<file path="config.mk">
export PLATFORM = sky130hd
export DESIGN_NAME = k_way_merge_selector_flat
export DESIGN_NICKNAME = d
export VERILOG_FILES = /design/src/hdl/kwm_pkg.sv /design/src/hdl/kwm_if.sv /design/src/hdl/kwm_head_store.sv /design/src/hdl/kwm_key_cmp.sv /design/src/hdl/k_way_merge_selector.sv /design/src/flat_wrapper.sv
export SDC_FILE = /design/constraint.sdc
export NUM_CORES = 1
export LEC_CHECK = 0
export BUFFER_PORTS_ARGS = -buffer_cell sky130_fd_sc_hd__buf_2
export CAP_MARGIN = 15
export CORE_MARGIN = 2
export CORE_UTILIZATION = 55
export DETAILED_ROUTE_END_ITERATION = 10
export GPL_TIMING_DRIVEN = 0
export PLACE_DENSITY = 0.72
export SLEW_MARGIN = 20
export SYNTH_ARGS = -nofsm -noshare
export SYNTH_HDL_FRONTEND = slang
export SYNTH_SLANG_ARGS = --single-unit
</file>
<file path="constraint.sdc">
create_clock -name clk -period 10.2 [get_ports clk]
set_input_delay 0.51 -clock clk [delete_from_list [all_inputs] [get_ports clk]]
set_output_delay 0.51 -clock clk [all_outputs]
set_load 0.1 [all_outputs]
</file>
<file path="src/hdl/kwm_pkg.sv">
// Shared constants, types and key helpers for the k-way merge selector.
package kwm_pkg;

    localparam int MAX_RUNS      = 16;
    localparam int MAX_KEY_BYTES = 8;
    localparam int KEY_W         = 64;
    localparam int LEN_W         = 4;
    localparam int IDX_W         = 4;
    localparam int RUN_W         = $clog2(MAX_RUNS);
    localparam int CNT_W         = $clog2(MAX_RUNS + 1);

    typedef enum logic [1:0] {
        OP_ADD     = 2'd0,
        OP_START   = 2'd1,
        OP_REFILL  = 2'd2,
        OP_EXHAUST = 2'd3
    } op_t;

    typedef enum logic [1:0] {
        ST_IDLE,
        ST_SCAN,
        ST_DRAIN,
        ST_EMIT
    } state_t;

    typedef struct packed {
        logic             en;
        logic [RUN_W-1:0] addr;
        logic [KEY_W-1:0] key;
        logic [LEN_W-1:0] len;
    } head_wr_t;

    typedef struct packed {
        logic             en;
        logic [RUN_W-1:0] addr;
    } head_rd_t;

    // Keep the first n bytes of a left-aligned key.
    function automatic logic [KEY_W-1:0] byte_mask(input logic [LEN_W-1:0] n);
        logic [KEY_W-1:0] m;
        m = '0;
        for (int i = 0; i < MAX_KEY_BYTES; i++)
        begin
            if (LEN_W'(i) < n)
            begin
                m[KEY_W-1-8*i -: 8] = 8'hFF;
            end
        end
        return m;
    endfunction

    function automatic logic [LEN_W-1:0] clamp_len(input logic [LEN_W-1:0] n);
        return (n > LEN_W'(MAX_KEY_BYTES)) ? LEN_W'(MAX_KEY_BYTES) : n;
    endfunction

endpackage

</file>
<file path="src/hdl/kwm_if.sv">
// Valid/ready channel interfaces for request and response transfers.
interface kwm_req_if;
    import kwm_pkg::*;
    logic             valid;
    logic             ready;
    logic [1:0]       operation;
    logic [KEY_W-1:0] key_bytes;
    logic [LEN_W-1:0] key_length;

    modport source (output valid, output operation, output key_bytes,
                    output key_length, input ready);
    modport sink   (input valid, input operation, input key_bytes,
                    input key_length, output ready);
endinterface

interface kwm_rsp_if;
    import kwm_pkg::*;
    logic             valid;
    logic             ready;
    logic [IDX_W-1:0] run_index;
    logic [KEY_W-1:0] winner_key;
    logic [LEN_W-1:0] winner_length;
    logic             merge_done;

    modport source (output valid, output run_index, output winner_key,
                    output winner_length, output merge_done, input ready);
    modport sink   (input valid, input run_index, input winner_key,
                    input winner_length, input merge_done, output ready);
endinterface

</file>
<file path="src/hdl/kwm_head_store.sv">
// Head key memory: one write port, one registered read port.
module kwm_head_store (
    input  logic                    clk,
    input  kwm_pkg::head_wr_t       wr,
    input  kwm_pkg::head_rd_t       rd,
    output logic [kwm_pkg::KEY_W-1:0] rd_key,
    output logic [kwm_pkg::LEN_W-1:0] rd_len
);
    import kwm_pkg::*;

    logic [KEY_W-1:0] key_mem [MAX_RUNS];
    logic [LEN_W-1:0] len_mem [MAX_RUNS];

    always_ff @(posedge clk)
    begin
        if (wr.en)
        begin
            key_mem[wr.addr] <= wr.key;
            len_mem[wr.addr] <= wr.len;
        end
    end

    always_ff @(posedge clk)
    begin
        if (rd.en)
        begin
            rd_key <= key_mem[rd.addr];
            rd_len <= len_mem[rd.addr];
        end
    end

endmodule

</file>
<file path="src/hdl/kwm_key_cmp.sv">
// Lexicographic key compare: shorter prefix orders first.
module kwm_key_cmp (
    input  logic [kwm_pkg::KEY_W-1:0] a_key,
    input  logic [kwm_pkg::LEN_W-1:0] a_len,
    input  logic [kwm_pkg::KEY_W-1:0] b_key,
    input  logic [kwm_pkg::LEN_W-1:0] b_len,
    output logic                      a_before_b
);
    import kwm_pkg::*;

    logic [LEN_W-1:0] common;
    logic [KEY_W-1:0] m;
    logic [KEY_W-1:0] ca;
    logic [KEY_W-1:0] cb;

    always_comb
    begin
        common     = (a_len < b_len) ? a_len : b_len;
        m          = byte_mask(common);
        ca         = a_key & m;
        cb         = b_key & m;
        a_before_b = (ca != cb) ? (ca < cb) : (a_len < b_len);
    end

endmodule

</file>
<file path="src/hdl/k_way_merge_selector.sv">
// Top level of the k-way merge selector: sequencer, run state and output register.
//
//  channel | dir | payload                                          | handshake
//  req     | in  | operation, key_bytes, key_length                 | valid/ready
//  rsp     | out | run_index, winner_key, winner_length, merge_done | valid/ready
//
// Start, and refill or exhaust during a merge, begin a selection: one compare
// unit walks the heads one a cycle through the single read port of the head
// store, then the winner is loaded.
// Reset clears run state only; the head store needs no clearing pass.
// A finished result waits in the output register while an add is taken;
// a new selection holds in its last step until that register is free.
module k_way_merge_selector (
    input  logic          clk,
    input  logic          rst_n,
    kwm_req_if.sink       req,
    kwm_rsp_if.source     rsp
);
    import kwm_pkg::*;

    state_t            state_reg, state_next;
    logic [RUN_W-1:0]  scan_idx_reg;
    logic              rd_vld_reg;
    logic [RUN_W-1:0]  rd_idx_reg;
    logic              found_reg;
    logic [RUN_W-1:0]  best_idx_reg;
    logic [KEY_W-1:0]  best_key_reg;
    logic [LEN_W-1:0]  best_len_reg;
    logic [MAX_RUNS-1:0] active_reg;
    logic [CNT_W-1:0]  run_count_reg;
    logic [RUN_W-1:0]  sel_reg;
    logic              merging_reg;

    logic              out_valid_reg;
    logic [IDX_W-1:0]  out_idx_reg;
    logic [KEY_W-1:0]  out_key_reg;
    logic [LEN_W-1:0]  out_len_reg;
    logic              out_done_reg;

    op_t               op;
    logic              accept;
    logic              start_scan;
    logic              room;
    logic [LEN_W-1:0]  len_in;
    logic [KEY_W-1:0]  key_in;
    logic              emit_load;
    logic              cand_before;
    logic              take_cand;
    head_wr_t          wr;
    head_rd_t          rd;
    logic [KEY_W-1:0]  rd_key;
    logic [LEN_W-1:0]  rd_len;

    assign op      = op_t'(req.operation);
    assign accept  = req.valid && req.ready;
    assign room    = run_count_reg < CNT_W'(MAX_RUNS);
    assign len_in  = clamp_len(req.key_length);
    assign key_in  = req.key_bytes & byte_mask(len_in);
    assign req.ready = (state_reg == ST_IDLE);

    assign start_scan = accept && ((op == OP_START) ||
                        (merging_reg && (op == OP_REFILL || op == OP_EXHAUST)));

    always_comb
    begin
        wr.en   = accept && ((op == OP_ADD && room) ||
                  (op == OP_REFILL && merging_reg && active_reg[sel_reg]));
        wr.addr = (op == OP_ADD) ? run_count_reg[RUN_W-1:0] : sel_reg;
        wr.key  = key_in;
        wr.len  = len_in;
        rd.en   = (state_reg == ST_SCAN);
        rd.addr = scan_idx_reg;
    end

    kwm_head_store u_store (
        .clk    (clk),
        .wr     (wr),
        .rd     (rd),
        .rd_key (rd_key),
        .rd_len (rd_len)
    );

    kwm_key_cmp u_cmp (
        .a_key      (rd_key),
        .a_len      (rd_len),
        .b_key      (best_key_reg),
        .b_len      (best_len_reg),
        .a_before_b (cand_before)
    );

    // Strict compare keeps the lower run index on ties.
    assign take_cand = rd_vld_reg && active_reg[rd_idx_reg] &&
                       (!found_reg || cand_before);
    assign emit_load = (state_reg == ST_EMIT) && (!out_valid_reg || rsp.ready);

    always_comb
    begin
        state_next = state_reg;
        unique case (state_reg)
            ST_IDLE:
            begin
                if (start_scan)
                begin
                    state_next = ST_SCAN;
                end
            end
            ST_SCAN:
            begin
                if (scan_idx_reg == RUN_W'(MAX_RUNS - 1))
                begin
                    state_next = ST_DRAIN;
                end
            end
            ST_DRAIN:
            begin
                state_next = ST_EMIT;
            end
            ST_EMIT:
            begin
                if (emit_load)
                begin
                    state_next = ST_IDLE;
                end
            end
            default:
            begin
                state_next = ST_IDLE;
            end
        endcase
    end

    always_ff @(posedge clk or negedge rst_n)
    begin
        if (!rst_n)
        begin
            state_reg <= ST_IDLE;
        end
        else
        begin
            state_reg <= state_next;
        end
    end

    // Scan pointer and read tag.
    always_ff @(posedge clk or negedge rst_n)
    begin
        if (!rst_n)
        begin
            scan_idx_reg <= '0;
            rd_vld_reg   <= 1'b0;
            rd_idx_reg   <= '0;
            found_reg    <= 1'b0;
        end
        else
        begin
            rd_vld_reg <= rd.en;
            rd_idx_reg <= scan_idx_reg;
            if (start_scan)
            begin
                scan_idx_reg <= '0;
                found_reg    <= 1'b0;
            end
            else
            begin
                if (rd.en)
                begin
                    scan_idx_reg <= scan_idx_reg + RUN_W'(1);
                end
                if (take_cand)
                begin
                    found_reg <= 1'b1;
                end
            end
        end
    end

    always_ff @(posedge clk)
    begin
        if (take_cand)
        begin
            best_idx_reg <= rd_idx_reg;
            best_key_reg <= rd_key;
            best_len_reg <= rd_len;
        end
    end

    // Run bookkeeping.
    always_ff @(posedge clk or negedge rst_n)
    begin
        if (!rst_n)
        begin
            active_reg    <= '0;
            run_count_reg <= '0;
            sel_reg       <= '0;
            merging_reg   <= 1'b0;
        end
        else
        begin
            if (accept && op == OP_ADD && room)
            begin
                active_reg[run_count_reg[RUN_W-1:0]] <= 1'b1;
                run_count_reg <= run_count_reg + CNT_W'(1);
            end
            if (accept && op == OP_EXHAUST && merging_reg)
            begin
                active_reg[sel_reg] <= 1'b0;
            end
            if (accept && op == OP_START)
            begin
                merging_reg <= 1'b1;
            end
            if (emit_load && found_reg)
            begin
                sel_reg <= best_idx_reg;
            end
        end
    end

    // Output register: hold until the response transfer.
    always_ff @(posedge clk or negedge rst_n)
    begin
        if (!rst_n)
        begin
            out_valid_reg <= 1'b0;
        end
        else if (emit_load)
        begin
            out_valid_reg <= 1'b1;
        end
        else if (rsp.ready)
        begin
            out_valid_reg <= 1'b0;
        end
    end

    always_ff @(posedge clk)
    begin
        if (emit_load)
        begin
            out_done_reg <= !found_reg;
            out_idx_reg  <= found_reg ? IDX_W'(best_idx_reg) : '0;
            out_key_reg  <= found_reg ? best_key_reg : '0;
            out_len_reg  <= found_reg ? best_len_reg : '0;
        end
    end

    assign rsp.valid         = out_valid_reg;
    assign rsp.run_index     = out_idx_reg;
    assign rsp.winner_key    = out_key_reg;
    assign rsp.winner_length = out_len_reg;
    assign rsp.merge_done    = out_done_reg;

endmodule

</file>
<file path="src/flat_wrapper.sv">
// flat-port wrapper written by rule: the top's interface ports become plain ports
module k_way_merge_selector_flat import kwm_pkg::*;
  (clk, rst_n, req_valid, req_operation, req_key_bytes, req_key_length, req_ready, rsp_valid, rsp_run_index, rsp_winner_key, rsp_winner_length, rsp_merge_done, rsp_ready);
  kwm_req_if req_i ();
  kwm_rsp_if rsp_i ();
  input  logic clk;
  input  logic rst_n;
  input wire logic [$bits(req_i.valid)-1:0] req_valid;
  input wire logic [$bits(req_i.operation)-1:0] req_operation;
  input wire logic [$bits(req_i.key_bytes)-1:0] req_key_bytes;
  input wire logic [$bits(req_i.key_length)-1:0] req_key_length;
  output wire logic [$bits(req_i.ready)-1:0] req_ready;
  output wire logic [$bits(rsp_i.valid)-1:0] rsp_valid;
  output wire logic [$bits(rsp_i.run_index)-1:0] rsp_run_index;
  output wire logic [$bits(rsp_i.winner_key)-1:0] rsp_winner_key;
  output wire logic [$bits(rsp_i.winner_length)-1:0] rsp_winner_length;
  output wire logic [$bits(rsp_i.merge_done)-1:0] rsp_merge_done;
  input wire logic [$bits(rsp_i.ready)-1:0] rsp_ready;
  assign req_i.valid = req_valid;
  assign req_i.operation = req_operation;
  assign req_i.key_bytes = req_key_bytes;
  assign req_i.key_length = req_key_length;
  assign req_ready = req_i.ready;
  assign rsp_valid = rsp_i.valid;
  assign rsp_run_index = rsp_i.run_index;
  assign rsp_winner_key = rsp_i.winner_key;
  assign rsp_winner_length = rsp_i.winner_length;
  assign rsp_merge_done = rsp_i.merge_done;
  assign rsp_i.ready = rsp_ready;
  k_way_merge_selector u_core (.clk(clk), .rst_n(rst_n), .req(req_i), .rsp(rsp_i));
endmodule
</file>
* Word-level counts from Yosys, hierarchy flattened *
Memories as Yosys holds them, arrays and structs flattened. A register that Yosys moved wholly into a read port is not among the register bits.
Index checks and enable logic that the tools add are counted.

cells by class
  add/sub/neg operators = 2
  order comparisons = 25
  equality and inequality tests = 11
  mux-type cells = 42
  bitwise logic cells = 6
  reductions and logical operators = 31

operators with widths
  operator             number
  $and 64x64->64       3
  $mux 8               16
  $lt 64x64->1         1
  $ne 64x64->1         1
  $lt 3x4->1 const A   8
  $mux 16              2
  $mux 4               5
  $logic_and 1x1->1    18
  $and 16x16->16       1
  $lt 1x4->1 const A   4
  $lt 2x4->1 const A   4
  $not 16->16          1
  $or 16x16->16        1
  $lt 4x5->1 const B   3
  $mux 1               11
  $bmux 1 s4           2
  $demux 1 s4          2
  $eq 2x2->1 const B   4
  $ge 4x1->1 const B   2
  $pmux 2 s4           1
  $mux 2               3
  $reduce_bool 2->1    3
  $add 5x1->5 const B  1
  $logic_or 1x1->1     5
  11 further kinds     15

storage, ports and cells
  flip-flop bits (word level) = 184
  RAM bits = 1,088
  input bits = 74
  logic and storage cells = 136
  memories = 2

memories
  memory                  depth  width  rd ports  clocked after Yosys merged registers in  wr ports  line                  source
  u_core.u_store.key_mem  16     64     1         1                                        1         kwm_head_store.sv:11  logic [KEY_W-1:0] key_mem [MAX_RUNS];
  u_core.u_store.len_mem  16     4      1         1                                        1         kwm_head_store.sv:12  logic [LEN_W-1:0] len_mem [MAX_RUNS];

* Longest topological paths before layout *
  word-level depth = 11
  mapped depth = 16
  gate-level depth less buffers = 14

* Hierarchy *
Synthesis repeated with hierarchy kept, for this count alone.

unflattened totals
  cell total of the unflattened synthesis = 2,568
  area total of the unflattened synthesis = 52,416.5 µm²

modules (own cells, without submodules)
  module                instances  cells an instance  area an instance (µm²)  sequential area each (µm²)
  kwm_head_store        1          1,750              42,663.4                34,713.3
  k_way_merge_selector  1          476                7,338.3                 5,330.1
  kwm_key_cmp           1          342                2,414.8                 0.0

* Worst setup path after synthesis *
Ideal clock, no wire load.

  kind = register to register
  start point = reg u_core.u_store.rd_len[1] in the netlist's numbering (read register of u_core.u_store.len_mem)
  end point = reg u_core.best_idx_reg[0] (enable)
  library setup time = 0.506 ns
  arrival time = 6.589 ns
  path slack = 3.105 ns
  stages on the path, launching flop included = 15
  buffers on the path = 1
  path through = edfxtp_1 -> ha_1 -> a21o_1 -> a21o_1 -> a21oi_2 -> mux2i_1 -> clkbuf_1 -> o21ai_0 -> ha_1 -> nand4_1 -> nor3_1 -> nand3b_1 -> a2111oi_1 -> nor2_1 -> a221oi_2

between the ends
  cells in the longest elaborated chain, start to end = 9

ends and longest elaborated chain
  item                                                 line                                  source
  start: declaration                                   kwm_head_store.sv:7                   output logic [kwm_pkg::LEN_W-1:0] rd_len
  $lt 4x4->1                                           kwm_key_cmp.sv:18, kwm_key_cmp.sv:22
  $mux 4                                               kwm_key_cmp.sv:18                     common = (a_len < b_len) ? a_len : b_len;
  $lt 3x4->1, or another cell as far along             kwm_pkg.sv:44                         if (LEN_W'(i) < n)
  $mux 8                                               kwm_pkg.sv:44
  $and 64x64->64, on equally long branches             kwm_key_cmp.sv:20, kwm_key_cmp.sv:21
  $lt 64x64->1 / $ne 64x64->1 (equally long branches)  kwm_key_cmp.sv:22                     a_before_b = (ca != cb) ? (ca < cb) : (a_len < b_len);
  $mux 1 *                                             kwm_key_cmp.sv:22
  $logic_or 1x1->1 *                                   k_way_merge_selector.sv:93            (!found_reg || cand_before);
  $logic_and 1x1->1 *                                  k_way_merge_selector.sv:92            assign take_cand = rd_vld_reg && active_reg[rd_idx_reg] &&
  net u_core.take_cand                                 k_way_merge_selector.sv:48            logic take_cand;
  end signal: assignment                               k_way_merge_selector.sv:181           best_idx_reg <= rd_idx_reg;
  end: declaration                                     k_way_merge_selector.sv:26            logic [RUN_W-1:0] best_idx_reg;

Mark *: on every way through the listed nets, which the timed path passes. The rest lies on a longest branch.
A chain may end at the register's enable or synchronous reset.

* Worst setup path in the final report *
  start point = reg u_core.u_store.rd_len[1] in the netlist's numbering (read register of u_core.u_store.len_mem)
  end point = reg u_core.best_key_reg[7] (enable)

between the ends
  cells in the longest elaborated chain, start to end = 9

ends and longest elaborated chain
  item                                                 line                                  source
  $lt 4x4->1                                           kwm_key_cmp.sv:18, kwm_key_cmp.sv:22
  $mux 4                                               kwm_key_cmp.sv:18
  $lt 3x4->1, or another cell as far along             kwm_pkg.sv:44
  $mux 8                                               kwm_pkg.sv:44
  $and 64x64->64, on equally long branches             kwm_key_cmp.sv:20, kwm_key_cmp.sv:21
  $lt 64x64->1 / $ne 64x64->1 (equally long branches)  kwm_key_cmp.sv:22
  $mux 1 *                                             kwm_key_cmp.sv:22
  $logic_or 1x1->1 *                                   k_way_merge_selector.sv:93
  $logic_and 1x1->1 *                                  k_way_merge_selector.sv:92
  net u_core.take_cand                                 k_way_merge_selector.sv:48
  end signal: assignment                               k_way_merge_selector.sv:182           best_key_reg <= rd_key;
  end: declaration                                     k_way_merge_selector.sv:27            logic [KEY_W-1:0] best_key_reg;

Marked as above.

==> flow_metrics.py <==
metrics = {
    "run_status": {
        "status": "finished clean",
    },
    "grt": {
        "met1_usage_pct": 35.8,
        "grt_pass1_vias": 27700,
        "grt_pass1_wl_um": 185000,
        "busiest_layer": "met2",
        "grt_max_degree": 47,
        "grtUsageTotal_pct": 26.3,
        "grt-ovfl-total": 0,
        "antenna_found_initial": 5,
        "grtUsageMet3_pct": 4.64,
        "met2_usage_pct": 43.8,
    },
    "power_and_ir_drop": {
        "irDropWorstVdd_mv": 0.178,
        "p_leak_uw": 0.0200,
        "power.switching_uw": 5640,
        "combPwrFrac_pct": 32.0,
        "p_clk_share_pct": 27.9,
        "power_uw": 17200,
        "switching_share_pct": 32.7,
        "power_density_nw_per_um2": 282,
        "pwr-share-seq_pct": 40.0,
        "intPower_uw": 11600,
    },
    "detailed_routing": {
        "wl_per_cell_um": 30.7,
        "ant_nets": 0,
        "drt_iter0_drc": 3665,
        "via_per_inst": 6.37,
        "dr_total_vias": 26400,
        "routed_wl_um": 127000,
        "drt_pass1_iterations": 5,
        "drc": 0,
    },
    "synthesis": {
        "synth_fp_nets": 2576,
        "ys_seq_area_share_pct": 76.1,
        "ys.flop_type": "edfxtp_1",
        "syn_avg_cell_area_sq_um": 21.7,
        "synth_top_family_by_area": "multiplexers",
        "syn_area_sq_um": 52600,
        "synth-xor-area-share_pct": 0.0999,
        "synth_edf_count": 1301,
        "ys_seq_elements": 1340,
        "ys_types": 59,
        "synth_compound_area_share_pct": 2.19,
        "yosys_warnings": 0,
        "synth-simple-area-share_pct": 3.55,
        "synthArstFlopShare_pct": 2.91,
        "syn-instance-count": 2425,
        "muxShareOfSynthArea_pct": 15.2,
        "synthAdderAreaFrac_pct": 1.83,
    },
    "clock_network": {
        "clkTransAtPathRegs_ps": 60,
        "cts_sinks": 1340,
        "clockBufferDepth": 3,
        "clk_latency_ps": 730,
        "cts_setup_buffers": 0,
        "root_buffer": "clkbuf_16",
        "htreeDepth": 4,
        "numCtsBuffers": 133,
        "cts_tree": "built",
    },
    "critical_path": {
        "critical_path_class": "reg2reg",
        "r2r_start": "u_core.u_store.rd_len[1]",
        "r2r_end": "u_core.best_key_reg[7]",
        "cp.required_ps": 10620,
        "crit_arrival_ps": 6910,
        "worst_setup_path_end_kind": "flop",
        "ff2ff_setup_slack_ps": 3700,
        "critical_path.startpoint_type": "flop",
        "r2r_cells": 17,
        "crit_fanout": 16,
    },
    "timing": {
        "fin_tns_setup_ps": 0,
        "finalCritPeriodShare_pct": 63.7,
        "worst_slack_ps": 3700,
        "timing.hold.ws_ps": 87.9,
        "finalSetupViolations": 0,
        "rsz0062_at_grt": "no",
        "fin_worst_skew_ps": 37.6,
        "post-route-min-period_ps": 6500,
        "slew-limit-headroom_pct": 22.3,
        "final_hold_viol_count": 0,
        "fmax_mhz": 154,
        "worstMarginPinSlew_ps": 1160,
        "maxSlewViolCount": 0,
    },
    "worst_hold_path": {
        "min_to": "u_core.rsp.valid",
        "hold_depth": 3,
        "min_path_type": "in2reg",
        "hp-start": "rsp_ready",
    },
    "layout": {
        "regMostFlops": "u_core.u_store.key_mem",
        "area_growth_pct": 16.1,
        "drive_gt1_share_pct": 29.4,
        "largest_reg_flops": 1024,
        "final_cell_mix": "edfxtp_1 (1301), mux4_2 (350), buf_2 (188)",
        "n_fill_cell": 6048,
        "num_antenna_cells": 0,
        "nNetsFinal": 2937,
        "utilization_pct": 64.4,
        "layout_commonest_cell": "edfxtp_1",
    },
    "floorplan": {
        "start_util_pct": 55.4,
        "ios": 149,
        "die_area_sq_um": 98100,
        "num_rows": 113,
        "die-width_um": 313,
        "die_h_um": 313,
        "core_sq_um": 94900,
    },
    "place": {
        "place_ws_ps": 3940,
        "dp_hpwl_um": 82000,
        "port-buffer-count": 146,
        "place.gp.congestion": 0.849,
    },
    "flow_run": {
        "drv_cap": 0,
    },
}
[cells in the mapped netlist (all sizes together), types with 3 or more instances]
cell type	n	share of area, %
a211oi	5	0.10
nor2	35	0.27
a21oi	45	0.44
nand4	14	0.17
o21ai	44	0.44
and4	4	0.067
nand2	68	0.50
dfrtp	39	1.9
o21a	34	0.49
edfxtp	1301	74
mux2	6	0.13
xnor2	4	0.067
a31oi	23	0.27
and2	111	1.3
clkbuf	69	0.49
nor3	17	0.16
inv	12	0.086
mux4	350	15
nor2b	68	0.81
a21o	9	0.13
nand3	10	0.095
buf	46	0.47
ha	77	1.8
a221oi	3	0.062
[cells by family (layout without fill, tap and decap cells)]
kind of cell,count (synthesis),after routing
mux,358,358
flops,1340,1340
buf+inv,127,586
compound gates,178,178
fa+ha+maj,77,77
simple gates,339,339
xor+xnor,6,6
[per-layer routing]
metal | routed length, um | up-vias
li1 | - | 10800
met1 | 48000 | 13900
met2 | 64100 | 1499
met3 | 11400 | 249
met4 | 3760 | 2
met5 | 11 | -
[critical path, stage by stage (launching register included)]
cell	delay, ps
edfxtp_1	480
ha_1	340
a21o_1	200
a21o_1	240
a21oi_2	260
a311o_1	460
buf_2	340
nand2_1	110
ha_1	320
and4_1	250
nor4b_2	740
nand3_1	480
a2111oi_1	630
nor2_1	150
a221oi_4	510
buf_8	230
buf_6	210
buf_6	220
[worst max-delay path by stage]
stage,start,to,slack [ps],cells past startpoint
final,u_core.u_store.rd_len[1],u_core.best_key_reg[7],3700,17
after global placement,u_core.u_store.rd_len[1],u_core.best_key_reg[18],-680,14
after CTS,u_core.u_store.rd_len[1],u_core.best_key_reg[7],3940,18
after global routing,u_core.u_store.rd_len[1],u_core.best_key_reg[7],3590,17
after detailed placement,u_core.u_store.rd_len[1],u_core.best_key_reg[12],3940,18
after floorplan,u_core.u_store.rd_len[1],u_core.best_idx_reg[0],3100,14
[final cells by class]
type	count	area, sq um	share of cell area, %
flip-flops and latches	1340	40000	65.6
plain buffers	115	508	0.832
repair buffers	226	2460	4.02
inverters	12	45.0	0.0737
well taps	1265	1580	2.59
multi-input cells	958	12200	20.0
clock buffers	160	3490	5.72
clock inverters	73	769	1.26
[power groups by stage]
stage / sequential (uW) / combinational [uW] / clock [uW]
4_1_cts: 6890 / 5550 / 4870
3_5_place_dp: 7000 / 5490 / 0
3_3_place_gp: 7030 / 5220 / 0
2_1_floorplan: 7680 / 3220 / 0
6_report: 6900 / 5520 / 4820
5_1_grt: 6930 / 5860 / 5070
[per-stage QoR]
stage	std cells	instance area [sq um]
6_report	4149	61100
4_1_cts	4149	61100
3_5_place_dp	3915	56800
5_1_grt	4149	61100
2_1_floorplan	2425	52600
3_3_place_gp	3836	54900
[timing repair]
item                                   CTS  global route
hold buffers                             1             0
resized for setup                        0             0
endpoints found under the hold margin   39             0
Power figures use the tool's default switching activity.
